===== src/rtl/lsps_pkg.sv =====
package lsps_pkg;

    localparam int UPC_W = 3;
    localparam int ERR_W = 11;
    localparam int INT_W = 16;
    localparam int ACC_W = 26;
    localparam int MOP_W = 17;

    localparam logic [7:0] BASE_RST = 8'd190;
    localparam logic [7:0] KP_RST   = 8'd20;
    localparam logic [7:0] KI_RST   = 8'd5;
    localparam logic [7:0] KD_RST   = 8'd20;
    localparam logic [7:0] DUTY_MAX = 8'd255;

    localparam logic signed [INT_W:0] INT_LIMIT = 17'sd32767;

    localparam logic [1:0] REG_BASE = 2'd0;
    localparam logic [1:0] REG_KP   = 2'd1;
    localparam logic [1:0] REG_KI   = 2'd2;
    localparam logic [1:0] REG_KD   = 2'd3;

    localparam logic [1:0] SIDE_NONE  = 2'd0;
    localparam logic [1:0] SIDE_RIGHT = 2'd1;
    localparam logic [1:0] SIDE_LEFT  = 2'd2;

    localparam logic [1:0] MODE_PID  = 2'd0;
    localparam logic [1:0] MODE_SPIN = 2'd1;
    localparam logic [1:0] MODE_HOLD = 2'd2;

    localparam logic [UPC_W-1:0] UPC_FETCH = 3'd0;
    localparam logic [UPC_W-1:0] UPC_PTERM = 3'd1;
    localparam logic [UPC_W-1:0] UPC_INTEG = 3'd2;
    localparam logic [UPC_W-1:0] UPC_ITERM = 3'd3;
    localparam logic [UPC_W-1:0] UPC_DTERM = 3'd4;
    localparam logic [UPC_W-1:0] UPC_EMITP = 3'd5;
    localparam logic [UPC_W-1:0] UPC_EMITS = 3'd6;

    typedef enum logic [1:0] {
        MS_P,
        MS_I,
        MS_D
    } mul_sel_t;

    typedef enum logic [1:0] {
        ACC_HOLD,
        ACC_LOAD,
        ACC_ADD
    } acc_op_t;

    typedef enum logic [1:0] {
        EM_NONE,
        EM_PID,
        EM_SPIN
    } emit_t;

    typedef enum logic [1:0] {
        JC_NEXT,
        JC_WAIT_IN,
        JC_DARK,
        JC_EMIT
    } jump_t;

    typedef struct packed {
        logic             take_in;
        mul_sel_t         mul_sel;
        acc_op_t          acc_op;
        logic             integ_en;
        emit_t            emit;
        jump_t            cond;
        logic [UPC_W-1:0] target;
    } ucode_t;

    function automatic ucode_t ucode_rom(input logic [UPC_W-1:0] upc);
        ucode_t w;
        w = '{take_in: 1'b0, mul_sel: MS_P, acc_op: ACC_HOLD, integ_en: 1'b0,
              emit: EM_NONE, cond: JC_EMIT, target: UPC_FETCH};
        case (upc)
            UPC_FETCH:
            begin
                w.take_in = 1'b1;
                w.cond    = JC_WAIT_IN;
            end
            UPC_PTERM:
            begin
                w.mul_sel = MS_P;
                w.acc_op  = ACC_LOAD;
                w.cond    = JC_DARK;
                w.target  = UPC_EMITS;
            end
            UPC_INTEG:
            begin
                w.integ_en = 1'b1;
                w.cond     = JC_NEXT;
            end
            UPC_ITERM:
            begin
                w.mul_sel = MS_I;
                w.acc_op  = ACC_ADD;
                w.cond    = JC_NEXT;
            end
            UPC_DTERM:
            begin
                w.mul_sel = MS_D;
                w.acc_op  = ACC_ADD;
                w.cond    = JC_NEXT;
            end
            UPC_EMITP:
            begin
                w.emit = EM_PID;
            end
            UPC_EMITS:
            begin
                w.emit = EM_SPIN;
            end
            default:
            begin
                w.cond = JC_EMIT;
            end
        endcase
        return w;
    endfunction

    // Q8 error: floor(weighted sum * 256 / lit count) - 768
    function automatic logic signed [ERR_W-1:0] error_lut(input logic [4:0] bits);
        logic signed [ERR_W-1:0] e;
        case (bits)
            5'd1:    e = -11'sd512;
            5'd2:    e = -11'sd256;
            5'd3:    e = -11'sd384;
            5'd4:    e =  11'sd0;
            5'd5:    e = -11'sd256;
            5'd6:    e = -11'sd128;
            5'd7:    e = -11'sd256;
            5'd8:    e =  11'sd256;
            5'd9:    e = -11'sd128;
            5'd10:   e =  11'sd0;
            5'd11:   e = -11'sd171;
            5'd12:   e =  11'sd128;
            5'd13:   e = -11'sd86;
            5'd14:   e =  11'sd0;
            5'd15:   e = -11'sd128;
            5'd16:   e =  11'sd512;
            5'd17:   e =  11'sd0;
            5'd18:   e =  11'sd128;
            5'd19:   e = -11'sd86;
            5'd20:   e =  11'sd256;
            5'd21:   e =  11'sd0;
            5'd22:   e =  11'sd85;
            5'd23:   e = -11'sd64;
            5'd24:   e =  11'sd384;
            5'd25:   e =  11'sd85;
            5'd26:   e =  11'sd170;
            5'd27:   e =  11'sd0;
            5'd28:   e =  11'sd256;
            5'd29:   e =  11'sd64;
            5'd30:   e =  11'sd128;
            5'd31:   e =  11'sd0;
            default: e =  11'sd0;
        endcase
        return e;
    endfunction

endpackage


===== src/rtl/line_sensor_pid_steering_core.sv =====
// Channel  Signals                                      Direction
// in       in_valid, in_ready, sensor_bits              request in
// out      out_valid, out_ready, left_duty, right_duty,
//          left_reverse, right_reverse, drive_mode      request out
// cfg      cfg_we, cfg_index, cfg_data                  write only
//
// A sample on the line steps through fetch, P, integral, I, D and emit; a dark
// sample steps through fetch, P and emit. One shared 9x17 multiplier serves P, I and D in turn.
// in_ready is high only at the fetch step; it does not wait for the output.
// The emit step holds while the output register is full and not taken.
// Reset restores the default gains and clears the error, integral and side state.
module line_sensor_pid_steering_core
(
    input  logic        clk,
    input  logic        rst_n,
    input  logic        in_valid,
    output logic        in_ready,
    input  logic [4:0]  sensor_bits,
    output logic        out_valid,
    input  logic        out_ready,
    output logic [7:0]  left_duty,
    output logic [7:0]  right_duty,
    output logic        left_reverse,
    output logic        right_reverse,
    output logic [1:0]  drive_mode,
    input  logic        cfg_we,
    input  logic [1:0]  cfg_index,
    input  logic [7:0]  cfg_data
);
    import lsps_pkg::*;

    logic [7:0] base_reg, kp_reg, ki_reg, kd_reg;

    logic [UPC_W-1:0] upc_reg, upc_next;
    ucode_t           uw;

    logic signed [ERR_W-1:0] cur_reg, cur_next;
    logic signed [ERR_W-1:0] prev_reg, prev_next;
    logic signed [INT_W-1:0] integ_reg, integ_next;
    logic [1:0]              side_reg, side_next;
    logic                    dark_reg, dark_next;
    logic signed [ACC_W-1:0] acc_reg, acc_next;

    logic       out_valid_reg, out_valid_next;
    logic [7:0] ldut_reg, ldut_next, rdut_reg, rdut_next;
    logic       lrev_reg, lrev_next, rrev_reg, rrev_next;
    logic [1:0] mode_reg, mode_next;

    logic                    accept, busy;
    logic signed [8:0]       mul_gain;
    logic signed [MOP_W-1:0] mul_op;
    logic signed [ACC_W-1:0] prod;
    logic signed [INT_W:0]   integ_sum;
    logic signed [17:0]      corr;
    logic signed [18:0]      lraw, rraw;

    assign uw       = ucode_rom(upc_reg);
    assign in_ready = uw.take_in;
    assign accept   = in_valid && uw.take_in;
    assign busy     = out_valid_reg && !out_ready;

    always_ff @(posedge clk or negedge rst_n)
    begin
        if (!rst_n)
        begin
            base_reg <= BASE_RST;
            kp_reg   <= KP_RST;
            ki_reg   <= KI_RST;
            kd_reg   <= KD_RST;
        end
        else if (cfg_we)
        begin
            case (cfg_index)
                REG_BASE: base_reg <= cfg_data;
                REG_KP:   kp_reg   <= cfg_data;
                REG_KI:   ki_reg   <= cfg_data;
                REG_KD:   kd_reg   <= cfg_data;
                default:  base_reg <= base_reg;
            endcase
        end
    end

    always_comb
    begin
        case (uw.cond)
            JC_WAIT_IN: upc_next = in_valid ? UPC_W'(upc_reg + 1'b1) : upc_reg;
            JC_DARK:    upc_next = dark_reg ? uw.target : UPC_W'(upc_reg + 1'b1);
            JC_EMIT:    upc_next = busy ? upc_reg : uw.target;
            default:    upc_next = UPC_W'(upc_reg + 1'b1);
        endcase
    end

    always_comb
    begin
        cur_next  = cur_reg;
        prev_next = prev_reg;
        side_next = side_reg;
        dark_next = dark_reg;
        if (accept)
        begin
            prev_next = cur_reg;
            dark_next = (sensor_bits == 5'd0);
            if (sensor_bits != 5'd0)
                cur_next = error_lut(sensor_bits);
            if (sensor_bits[4])
                side_next = SIDE_LEFT;
            else if (sensor_bits[0])
                side_next = SIDE_RIGHT;
        end
    end

    always_comb
    begin
        case (uw.mul_sel)
            MS_I:
            begin
                mul_gain = $signed({1'b0, ki_reg});
                mul_op   = MOP_W'(integ_reg);
            end
            MS_D:
            begin
                mul_gain = $signed({1'b0, kd_reg});
                mul_op   = MOP_W'(cur_reg) - MOP_W'(prev_reg);
            end
            default:
            begin
                mul_gain = $signed({1'b0, kp_reg});
                mul_op   = MOP_W'(cur_reg);
            end
        endcase
        prod = ACC_W'(mul_gain) * ACC_W'(mul_op);
        case (uw.acc_op)
            ACC_LOAD: acc_next = prod;
            ACC_ADD:  acc_next = acc_reg + prod;
            default:  acc_next = acc_reg;
        endcase
    end

    always_comb
    begin
        integ_sum  = (INT_W + 1)'(integ_reg) + (INT_W + 1)'(cur_reg);
        integ_next = integ_reg;
        if (uw.integ_en)
        begin
            if (integ_sum > INT_LIMIT)
                integ_next = INT_LIMIT[INT_W-1:0];
            else if (integ_sum < -INT_LIMIT)
                integ_next = INT_W'(-INT_LIMIT);
            else
                integ_next = integ_sum[INT_W-1:0];
        end
    end

    always_comb
    begin
        corr = acc_reg[ACC_W-1:8];
        lraw = $signed({11'd0, base_reg}) - 19'(corr);
        rraw = $signed({11'd0, base_reg}) + 19'(corr);

        out_valid_next = out_valid_reg && !out_ready;
        ldut_next = ldut_reg;
        rdut_next = rdut_reg;
        lrev_next = lrev_reg;
        rrev_next = rrev_reg;
        mode_next = mode_reg;
        if (!busy && uw.emit != EM_NONE)
        begin
            out_valid_next = 1'b1;
            if (uw.emit == EM_PID)
            begin
                mode_next = MODE_PID;
                lrev_next = 1'b0;
                rrev_next = 1'b0;
                ldut_next = lraw[18] ? 8'd0 : (lraw > 19'sd255) ? DUTY_MAX : lraw[7:0];
                rdut_next = rraw[18] ? 8'd0 : (rraw > 19'sd255) ? DUTY_MAX : rraw[7:0];
            end
            else if (side_reg == SIDE_RIGHT || side_reg == SIDE_LEFT)
            begin
                mode_next = MODE_SPIN;
                ldut_next = DUTY_MAX;
                rdut_next = DUTY_MAX;
                lrev_next = (side_reg == SIDE_RIGHT);
                rrev_next = (side_reg == SIDE_LEFT);
            end
            else
            begin
                mode_next = MODE_HOLD;
                ldut_next = 8'd0;
                rdut_next = 8'd0;
                lrev_next = 1'b0;
                rrev_next = 1'b0;
            end
        end
    end

    always_ff @(posedge clk or negedge rst_n)
    begin
        if (!rst_n)
        begin
            upc_reg       <= UPC_FETCH;
            cur_reg       <= '0;
            prev_reg      <= '0;
            integ_reg     <= '0;
            side_reg      <= SIDE_NONE;
            dark_reg      <= 1'b0;
            out_valid_reg <= 1'b0;
        end
        else
        begin
            upc_reg       <= upc_next;
            cur_reg       <= cur_next;
            prev_reg      <= prev_next;
            integ_reg     <= integ_next;
            side_reg      <= side_next;
            dark_reg      <= dark_next;
            out_valid_reg <= out_valid_next;
        end
    end

    always_ff @(posedge clk)
    begin
        acc_reg  <= acc_next;
        ldut_reg <= ldut_next;
        rdut_reg <= rdut_next;
        lrev_reg <= lrev_next;
        rrev_reg <= rrev_next;
        mode_reg <= mode_next;
    end

    assign out_valid     = out_valid_reg;
    assign left_duty     = ldut_reg;
    assign right_duty    = rdut_reg;
    assign left_reverse  = lrev_reg;
    assign right_reverse = rrev_reg;
    assign drive_mode    = mode_reg;

`ifndef ASSERT_OFF
    a_accept_step: assert property (@(posedge clk) disable iff (!rst_n)
        in_valid && in_ready |=> upc_reg == UPC_PTERM)
        else $error("sequencer did not leave fetch after a request");

    a_emit_src: assert property (@(posedge clk) disable iff (!rst_n)
        $rose(out_valid) |-> $past(upc_reg) == UPC_EMITP || $past(upc_reg) == UPC_EMITS)
        else $error("output raised outside an emit step");

    a_idle_hold: assert property (@(posedge clk) disable iff (!rst_n)
        upc_reg == UPC_FETCH && !in_valid |=> upc_reg == UPC_FETCH)
        else $error("sequencer left fetch without a request");
`endif

endmodule


===== config.mk =====
export PLATFORM = sky130hd
export DESIGN_NAME = line_sensor_pid_steering_core
export DESIGN_NICKNAME = d
export VERILOG_FILES = /design/src/rtl/lsps_pkg.sv /design/src/rtl/line_sensor_pid_steering_core.sv
export SDC_FILE = /design/constraint.sdc
export NUM_CORES = 1
export LEC_CHECK = 0
export ABC_AREA = 1
export BUFFER_PORTS_ARGS = -buffer_cell sky130_fd_sc_hd__clkbuf_2
export CORE_ASPECT_RATIO = 0.9
export CORE_MARGIN = 2
export CORE_UTILIZATION = 35
export DETAILED_ROUTE_END_ITERATION = 10
export GPL_TIMING_DRIVEN = 0
export HOLD_SLACK_MARGIN = 0.06
export PLACE_DENSITY = 0.53
export SYNTH_ARGS = -nofsm -noshare
export SYNTH_HDL_FRONTEND = slang
export SYNTH_SLANG_ARGS = --single-unit

===== constraint.sdc =====
create_clock -name clk -period 8.5 [get_ports clk]
set_clock_uncertainty 0.2 [all_clocks]
set_input_delay 1.275 -clock clk [delete_from_list [all_inputs] [get_ports clk]]
set_output_delay 1.275 -clock clk [all_outputs]
set_load 0.01 [all_outputs]

* After elaboration in Yosys (flattened, before gate mapping)
Memory sizes are Yosys's and may differ from the RTL's. A register that Yosys moved wholly into a read port is not among the register bits.
Index checks and enable logic that the tools add are counted.
** Word-level totals
- Register bits after elaboration :: 112
- Bits in read-only memories :: 352
- Bits of input ports :: 20
- Logic and storage cells :: 99
- Memories kept :: 1
** Memories
- (no name shown) :: depth 32, bits a word 11, read ports 1, clocked after Yosys merged registers in 1, write ports 0, line lsps_pkg.sv:126 : case (bits)
** Operators by class
- $add $sub $neg :: 6
- $mul :: 1
- $lt $le $gt $ge :: 4
- Eq/ne operators :: 21
- Mux-type cells :: 26
- Bitwise gates (word level) :: 1
- Reductions and logical operators :: 23
** Operators by type and width (count)
- 8-bit 2-to-1 mux :: 7
- 26-bit one-hot mux with 2 select lines :: 1
- 19-bit by 9-bit greater-than comparator with 1-bit output (second input constant) :: 2
- 17-bit one-hot mux with 2 select lines :: 1
- 16-bit 2-to-1 mux :: 2
- 26-bit adder :: 1
- 9-bit by 17-bit multiplier with 26-bit output :: 1
- 9-bit by 18-bit adder with 19-bit output :: 1
- 9-bit by 18-bit subtractor with 19-bit output :: 1
- 16-bit by 11-bit adder with 17-bit output :: 1
- 17-bit by 16-bit greater-than comparator with 1-bit output (second input constant) :: 1
- 17-bit by 16-bit less-than comparator with 1-bit output (second input constant) :: 1
- 8-bit one-hot mux with 2 select lines :: 1
- 2-bit equality test (second input constant) :: 7
- 2-bit AND reduction :: 7
- 2-bit by 1-bit equality test with 1-bit output (second input constant) :: 6
- 3-bit 2-to-1 mux :: 4
- 4-bit one-hot mux with 3 select lines :: 1
- 11-bit by 11-bit subtractor with 12-bit output :: 1
- 3-bit equality test (second input constant) :: 3
- 3-bit one-hot mux with 3 select lines :: 1
- 3-bit by 2-bit equality test with 1-bit output (second input constant) :: 2
- 2-bit 2-to-1 mux :: 3
- 2-bit one-hot mux with 3 select lines :: 1
- other kinds (16) :: 25

* Logic depth before layout (Yosys ltp)
Gate-level depths: netlist of run 1.
- Depth after elaboration :: 7
- Mapped depth :: 44
- Gate-level depth less buffers :: 41

* Worst setup path before layout of run 1
OpenSTA, ideal clock, no wires.
- Path type :: reg-to-reg
- Start point :: reg upc_reg[0]
- End point :: reg acc_reg[20], data pin
- Library setup time :: 253 ps
- Data arrival time :: 7056 ps
- Slack :: 991 ps
- Stages on the path, launching flop included :: 39
- Path through :: dfrtp_1 inv_1 ha_1 nand2_2 inv_2 clkbuf_1 nor2_1 ha_1 nor2_1 nor2_1 buf_2 buf_6 a21oi_2 nor2_1 fa_1 inv_1 fa_1 inv_1 (+3 left out) inv_1 ha_1 a21oi_1 o21ai_0 a21oi_1 inv_1 a21oi_1 xnor2_1 ha_1 a21oi_1 o21ai_0 a21oi_1 nand3_1 nand2_1 nand2_1 or2_2 nand3_1 nand2_1
** On the way
- Longest elaborated chain between the ends :: 7
- Elaborated cells on any way between the ends :: 13
** RTL lines
- start, declared :: line line_sensor_pid_steering_core.sv:34 : logic [UPC_W-1:0] upc_reg, upc_next;
- start signal, assigned :: line line_sensor_pid_steering_core.sv:210 : upc_reg <= upc_next;
- 3-bit equality test (tied with other cells) :: line lsps_pkg.sv:77 : case (upc)
- 4-bit one-hot mux with 3 select lines (*) :: line lsps_pkg.sv:77
- 2-bit equality test / 2-bit by 1-bit equality test with 1-bit output (equally long branches) :: line line_sensor_pid_steering_core.sv:114 : case (uw.mul_sel)
- 8-bit one-hot mux with 2 select lines / 17-bit one-hot mux with 2 select lines (equally long branches) :: line line_sensor_pid_steering_core.sv:114
- 9-bit by 17-bit multiplier with 26-bit output :: line line_sensor_pid_steering_core.sv:131 : prod = ACC_W'(mul_gain) * ACC_W'(mul_op);
- 26-bit adder :: line line_sensor_pid_steering_core.sv:134 : ACC_ADD: acc_next = acc_reg + prod;
- 26-bit one-hot mux with 2 select lines (*) :: line line_sensor_pid_steering_core.sv:132 : case (uw.acc_op)
- via acc_next[20] :: line line_sensor_pid_steering_core.sv:42 : logic signed [ACC_W-1:0] acc_reg, acc_next;
- end signal, assigned :: line line_sensor_pid_steering_core.sv:222 : acc_reg <= acc_next;
- end, declared :: line line_sensor_pid_steering_core.sv:42
The timed path passes the listed nets; every way through them passes the cells marked *.
A chain may end at the register's enable or synchronous reset.

* Worst setup path after layout of run 1
- Start point :: reg upc_reg[1]
- End point :: reg acc_reg[20], data pin
Same word-level chain as after synthesis.

==> flow_metrics.env, run 1 <==
export IMPL_worstSetupEndpointType="flip-flop"
export IMPL_h_tree_depth=4
export IMPL_numClockSinks=115
export IMPL_finalWeightedCongestion=0.8895
export IMPL_worstReg2RegStart="upc_reg[1]"
export IMPL_post_synth_instance_area_sq_um=14690
export IMPL_gr_usage_all_layers_pct=20.09
export IMPL_num_vias=13630
export IMPL_cpLargestDelayFamily="adder cells"
export IMPL_timing_critical_path_arrival_ps=8120
export IMPL_drive_above_1_share_pct=12.88
export IMPL_clkLatencyLatePin_ps=430
export IMPL_instances_no_fill=2705
export IMPL_worst_hold_path_type="flip-flop to flip-flop"
export IMPL_largest_register_ff_count=26
export IMPL_r2r_end="acc_reg[20]"
export IMPL_netlist_top_cells_area="sky130_fd_sc_hd__fa_1, sky130_fd_sc_hd__nand2_1, sky130_fd_sc_hd__ha_1"
export IMPL_syn_inst=2067
export IMPL_die_y_microns=198.3
export IMPL_root_buffer="sky130_fd_sc_hd__clkbuf_16"
export IMPL_totalWireLength_mm=42.13
export IMPL_worstHoldPathCells=2
export IMPL_fp_dieW_microns=219.9
export IMPL_timing_worst_setup_path_type="flip-flop to flip-flop"
export IMPL_min_delay_start="ki_reg[7]"
export IMPL_antenna_found_initial=1
export IMPL_grt_pass1_vias=13330
export IMPL_finalWorstPathRequiredPeriod_ps=8143
export IMPL_tritoncts="built"
export IMPL_worst_max_slew_margin_expressed_relative_to_the_limit_pct=25.84
export IMPL_synthArstFlopShare_pct=60.00
export IMPL_synth_top_cells_by_count="sky130_fd_sc_hd__nand2_1, sky130_fd_sc_hd__inv_1, sky130_fd_sc_hd__nor2_1"
export IMPL_synth_yosys_seq_area_share_pct=21.27
export IMPL_timing_fmax_mhz=122.8
export IMPL_yosysMostFrequentCell="sky130_fd_sc_hd__nand2_1"
export IMPL_worst_path_buf_inv=13
export IMPL_rows=71
export IMPL_global_route_overflow_total=0
export IMPL_insertedDiodeCount=0
export IMPL_hold_viol=0
export IMPL_worst_setup_hold_path_clk_slew_ps=60
export IMPL_worstPathMaxFanout=10
export IMPL_slew_violations=0
export IMPL_detailed_place_hpwl_mm=34.47
export IMPL_synthDominantAreaCellType="sky130_fd_sc_hd__fa_1"
export IMPL_post_synth_num_cell_types=52
export IMPL_ys_warn_count=0
export IMPL_first_iter_violations=1085
export IMPL_longest_clk_path_bufs=2
export IMPL_r2r_cells=43
export IMPL_pin_count_of_the_biggest_net_entering_global_routing=65
export IMPL_outcome="finished clean"
export IMPL_first_element_of_the_critical_path="upc_reg[1]"
export IMPL_ant_nets=0
export IMPL_synth_avg_cell_area_sq_um=7.105
export IMPL_synth_seq_cells=115
export IMPL_first_pass_iters=5
export IMPL_nFillCells=4365
export IMPL_drc=0
export IMPL_drt_wirelength_per_cell_microns=15.57
export IMPL_max_cap_violations=0
export IMPL_setup_viol_count_final=0
export IMPL_place_port_buffers=39
export IMPL_timing_critical_path_required_ps=8470
export IMPL_initial_core_util_pct=35.32
export IMPL_core_box_area_sq_um=41570
export IMPL_synth_enable_flop_cells=46
export IMPL_dp_cells=2654
export IMPL_timing_critical_path_mode_cell="sky130_fd_sc_hd__nand2_1"
export IMPL_nets=2408
export IMPL_timing_critical_path_slowest_stage_cell="sky130_fd_sc_hd__fa_1"
export IMPL_grt_first_pass_wirelength_mm=69.56
export IMPL_io_pins=42
export IMPL_critical_path_max_stage_delay_ps=520
export IMPL_min_delay_worst_endpoint="ki_reg[7]"
export IMPL_synth_top_flop_cell="sky130_fd_sc_hd__dfrtp_1"
export IMPL_synth_fp_nets=2330
export IMPL_worst_slew_pin_slew_ps=1111
export IMPL_type_of_element_launching_the_critical_path="flip-flop"
export IMPL_area_enclosed_by_the_die_boundary_sq_um=43610
export IMPL_vias_per_cell=5.039
export IMPL_area_delta_synth_final_pct=15.74
export IMPL_post_synth_top_area_fraction_pct=14.86
export IMPL_post_route_period_util_pct=95.80
export IMPL_setup_reg_to_reg_worst_slack_ps=360
export IMPL_cts_buffers=17
## per-layer routing
layer	track usage [%]	vias to the layer above	share of wire, %
met5	0	-	0
met4	3.679	0	0.92
met3	2.396	30	4.2
met2	31.52	319	45
met1	29.77	6519	50
li1	-	6762	-
## repair_timing
action / CTS / global route
resized for setup: 44 / 111
pin swaps: 2 / 11
setup endpoints to repair: 17 / 16
cloned: 0 / 0
hold buffers: 0 / 0
setup buffers: 7 / 12
## cell families after synthesis
logic type	synth area share [%]
adder cells (fa/ha/maj)	26.28
buffers and inverters	11.14
flip-flops	21.27
XOR/XNOR	2.922
AO/OA/AOI/OAI	12.31
AND/OR/NAND/NOR	26.08
## final cells by class
cell class	count	area, sq um	area share [%]
plain buffers	39	244.0	1.436
clock buffers	18	429.2	2.525
clock inverters	14	163.9	0.9644
inverters	382	1445	8.503
multi-input cells	1531	10510	61.83
flip-flops and latches	115	3128	18.40
well taps	547	684.4	4.027
repair buffers	59	392.9	2.312
## layout by cell type (no fill, tap or decap), types with 21 or more instances in the layout
master / count
sky130_fd_sc_hd__a21oi_1: 83
sky130_fd_sc_hd__a21oi_2: 30
sky130_fd_sc_hd__buf_4: 22
sky130_fd_sc_hd__clkbuf_2: 39
sky130_fd_sc_hd__dfrtp_1: 53
sky130_fd_sc_hd__edfxtp_1: 46
sky130_fd_sc_hd__fa_1: 109
sky130_fd_sc_hd__ha_1: 120
sky130_fd_sc_hd__inv_1: 365
sky130_fd_sc_hd__nand2_1: 493
sky130_fd_sc_hd__nand2_2: 22
sky130_fd_sc_hd__nand3_1: 140
sky130_fd_sc_hd__nand4_1: 21
sky130_fd_sc_hd__nor2_1: 191
sky130_fd_sc_hd__o21ai_0: 106
sky130_fd_sc_hd__xor2_1: 25
## worst reg2reg max path, delay by kind of cell, from the launching register on
family / cells / cell delay (ps)
xor+xnor: 1 / 220
compound gates: 6 / 770
buf+inv: 13 / 1450
flops: 1 / 440
simple gates: 15 / 1750
fa+ha+maj: 8 / 3070
## how the worst max path moves through the flow
| stage | endpoint | slack [ps] | depth (start not counted) |
|---|---|---|---|
| 6_report | acc_reg[20] | 360 | 43 |
| 5_1_grt | acc_reg[20] | -30 | 43 |
| 4_1_cts | acc_reg[25] | -30 | 38 |
| 3_5_place_dp | acc_reg[20] | -1070 | 38 |
| 3_3_place_gp | acc_reg[20] | -1090 | 41 |
| 2_1_floorplan | acc_reg[20] | 990 | 38 |
## through the flow
stage          area (sq um)  utilization [%]  hold WS (ps)  setup WS (ps)  setup TNS [ps]
5_1_grt               17000            40.88         314.2         -33.51          -52.97
6_report              17000            40.88         290.8          357.1               0
4_1_cts               16450            39.56         291.2         -27.41          -74.58
3_3_place_gp          15560            37.44         268.1          -1090          -10800
2_1_floorplan         14690                -         253.0          991.0               0
3_5_place_dp          15600            37.51         276.0          -1073          -10730
Power of run 1 is left out: the tool's default activity adds up to more than one toggle a clock period on the data nets, which glitch-free logic cannot reach.
==> run 2, diff against run 1 <==
--- a/config.mk
+++ b/config.mk
@@ -14,6 +14,9 @@
 export GPL_TIMING_DRIVEN = 0
 export HOLD_SLACK_MARGIN = 0.06
 export PLACE_DENSITY = 0.53
+export RECOVER_POWER = 25
+export SETUP_SLACK_MARGIN = 0.02
+export SLEW_MARGIN = 20
 export SYNTH_ARGS = -nofsm -noshare
 export SYNTH_HDL_FRONTEND = slang
 export SYNTH_SLANG_ARGS = --single-unit
==> run 2 against run 1 <==
The flow now finishes with violations (capacitance limit, slew limit); core utilization up 0.54 points; register-to-register slack about the same; final cell count is 0.30% higher; critical endpoint unchanged; wire length increased by 0.21%; via count grew 0.40%; first-iteration DRC count up 0.28%; fmax hardly changed; global-route usage about the same; largest cell class unchanged.
==> flow_metrics.env, run 2 (synthesized netlist as in run 1, its figures left out) <==
export IMPL_outcome="finished, violations left"
export IMPL_failing_checks="capacitance limit, slew limit"
export IMPL_insertedDiodeCount=0
export IMPL_setup_repair_after_global_routing_missed_its_margin="yes"
export IMPL_nets=2416
export IMPL_timing_worst_setup_path_type="flip-flop to flip-flop"
export IMPL_fp_dieW_microns=219.9
export IMPL_vias_per_cell=5.044
export IMPL_antenna_found_initial=1
export IMPL_worstHoldPathCells=2
export IMPL_finalWeightedCongestion=0.8895
export IMPL_finalWorstPathRequiredPeriod_ps=8149
export IMPL_drt_wirelength_per_cell_microns=15.56
export IMPL_pin_count_of_the_biggest_net_entering_global_routing=50
export IMPL_detailed_place_hpwl_mm=34.47
export IMPL_totalWireLength_mm=42.21
export IMPL_slew_violations=50
export IMPL_global_route_overflow_total=0
export IMPL_tritoncts="built"
export IMPL_dpl_worst_slack_ps=-1051
export IMPL_worst_max_slew_margin_expressed_relative_to_the_limit_pct=-78.57
export IMPL_timing_critical_path_required_ps=8490
export IMPL_worst_hold_path_type="flip-flop to flip-flop"
export IMPL_die_y_microns=198.3
export IMPL_core_box_area_sq_um=41570
export IMPL_first_element_of_the_critical_path="upc_reg[1]"
export IMPL_hold_viol=0
export IMPL_r2r_cells=40
export IMPL_longest_clk_path_bufs=2
export IMPL_num_vias=13680
export IMPL_drc=0
export IMPL_type_of_element_launching_the_critical_path="flip-flop"
export IMPL_nFillCells=4372
export IMPL_mostFrequentLayoutCells="sky130_fd_sc_hd__nand2_1, sky130_fd_sc_hd__inv_1, sky130_fd_sc_hd__nor2_1"
export IMPL_numClockSinks=115
export IMPL_h_tree_depth=4
export IMPL_worstReg2RegStart="upc_reg[1]"
export IMPL_ant_nets=0
export IMPL_timing_critical_path_slowest_stage_cell="sky130_fd_sc_hd__fa_1"
export IMPL_timing_critical_path_mode_cell="sky130_fd_sc_hd__inv_1"
export IMPL_post_route_period_util_pct=95.87
export IMPL_initial_core_util_pct=35.32
export IMPL_io_pins=42
export IMPL_worstSetupEndpointType="flip-flop"
export IMPL_area_delta_synth_final_pct=17.27
export IMPL_placement_cell_area_sq_um=15600
export IMPL_worstPathMaxFanout=10
export IMPL_finalInstanceArea_sq_um=17220
export IMPL_rows=71
export IMPL_timing_fmax_mhz=122.7
export IMPL_area_enclosed_by_the_die_boundary_sq_um=43610
export IMPL_setup_ws_ps=350.7
export IMPL_first_iter_violations=1088
export IMPL_multiInputGateArea_sq_um=10650
export IMPL_final_hold_worst_slack_ps=292.8
export IMPL_holdBufCountCts=0
export IMPL_grt_first_pass_wirelength_mm=69.33
export IMPL_final_common_cell="sky130_fd_sc_hd__nand2_1"
export IMPL_timing_critical_path_arrival_ps=8140
export IMPL_largest_register_ff_count=26
export IMPL_drive_above_1_share_pct=13.85
export IMPL_worst_setup_hold_path_clk_slew_ps=60
export IMPL_place_port_buffers=39
export IMPL_setup_viol_count_final=0
export IMPL_root_buffer="sky130_fd_sc_hd__clkbuf_16"
export IMPL_grt_pass1_vias=13370
export IMPL_clkLatencyLatePin_ps=430
export IMPL_max_cap_violations=1
export IMPL_min_delay_start="prev_reg[7]"
export IMPL_cts_buffers=17
export IMPL_worst_slew_pin_slew_ps=2679
export IMPL_gr_usage_all_layers_pct=20.10
export IMPL_layout_area_seq_sq_um=3127
export IMPL_critical_path_max_stage_delay_ps=530
export IMPL_first_pass_iters=6
## run 2: changes by cell type in the layout (fill, tap and decap cells not counted), moves of 4 or more
cell,delta
sky130_fd_sc_hd__ha_1,-9
sky130_fd_sc_hd__o21ai_1,+5
sky130_fd_sc_hd__a21oi_1,-5
sky130_fd_sc_hd__ha_4,+5
sky130_fd_sc_hd__buf_12,+4
sky130_fd_sc_hd__a21oi_4,+4
sky130_fd_sc_hd__ha_2,+4
sky130_fd_sc_hd__o21ai_0,-4
## run 2: worst paths after layout
kind / endpoint / slack [ps]
max: acc_reg[20] / 350
max reg2reg: acc_reg[20] / 350
min: prev_reg[7] / 290
min in group asynchronous: integ_reg[14] / 890
min reg2reg: prev_reg[7] / 290
max in group asynchronous: upc_reg[1] / 3890
## run 2: layer usage
metal / vias up / share of wire [%] / GRT usage, %
met4: 0 / 1.2 / 4.449
met2: 319 / 45 / 31.14
met3: 35 / 4.6 / 3.272
met5: - / 0 / 0
met1: 6556 / 50 / 29.25
li1: 6774 / - / -
## run 2: area by class of cell
type | instances | share of cell area, %
clock buffer | 17 | 2.470
sequential | 115 | 18.16
tap | 547 | 3.974
buffer | 39 | 1.453
clock inverter | 15 | 0.9881
timing repair buffer | 67 | 2.739
inverter | 382 | 8.355
multi-input combinational | 1531 | 61.86
## run 2: timing repair
item                                    4_1_cts  5_1_grt
buffers inserted                             10       17
gates resized for setup                      53      137
pin swaps                                     5       18
endpoints found under the setup margin       17       16
## run 2: per-stage QoR
| step | utilization (%) | instances | setup TNS, ps |
|---|---|---|---|
| 3_3_place_gp | 37.44 | 2653 | -10800 |
| 2_1_floorplan | - | 2067 | 0 |
| 3_5_place_dp | 37.51 | 2654 | -10280 |
| 6_report | 41.42 | 2713 | 0 |
| 5_1_grt | 41.42 | 2713 | -148.0 |
| 4_1_cts | 39.73 | 2696 | 0 |
## run 2: critical path, delay by kind of cell (launching register included)
| family | cells | cell delay (ps) |
|---|---|---|
| XOR/XNOR | 1 | 140 |
| AND/OR/NAND/NOR | 11 | 1220 |
| AO/OA/AOI/OAI | 8 | 1520 |
| flip-flops | 1 | 440 |
| buffers and inverters | 12 | 1500 |
| adder cells (fa/ha/maj) | 8 | 2860 |
Power of run 2 is left out for the same reason.
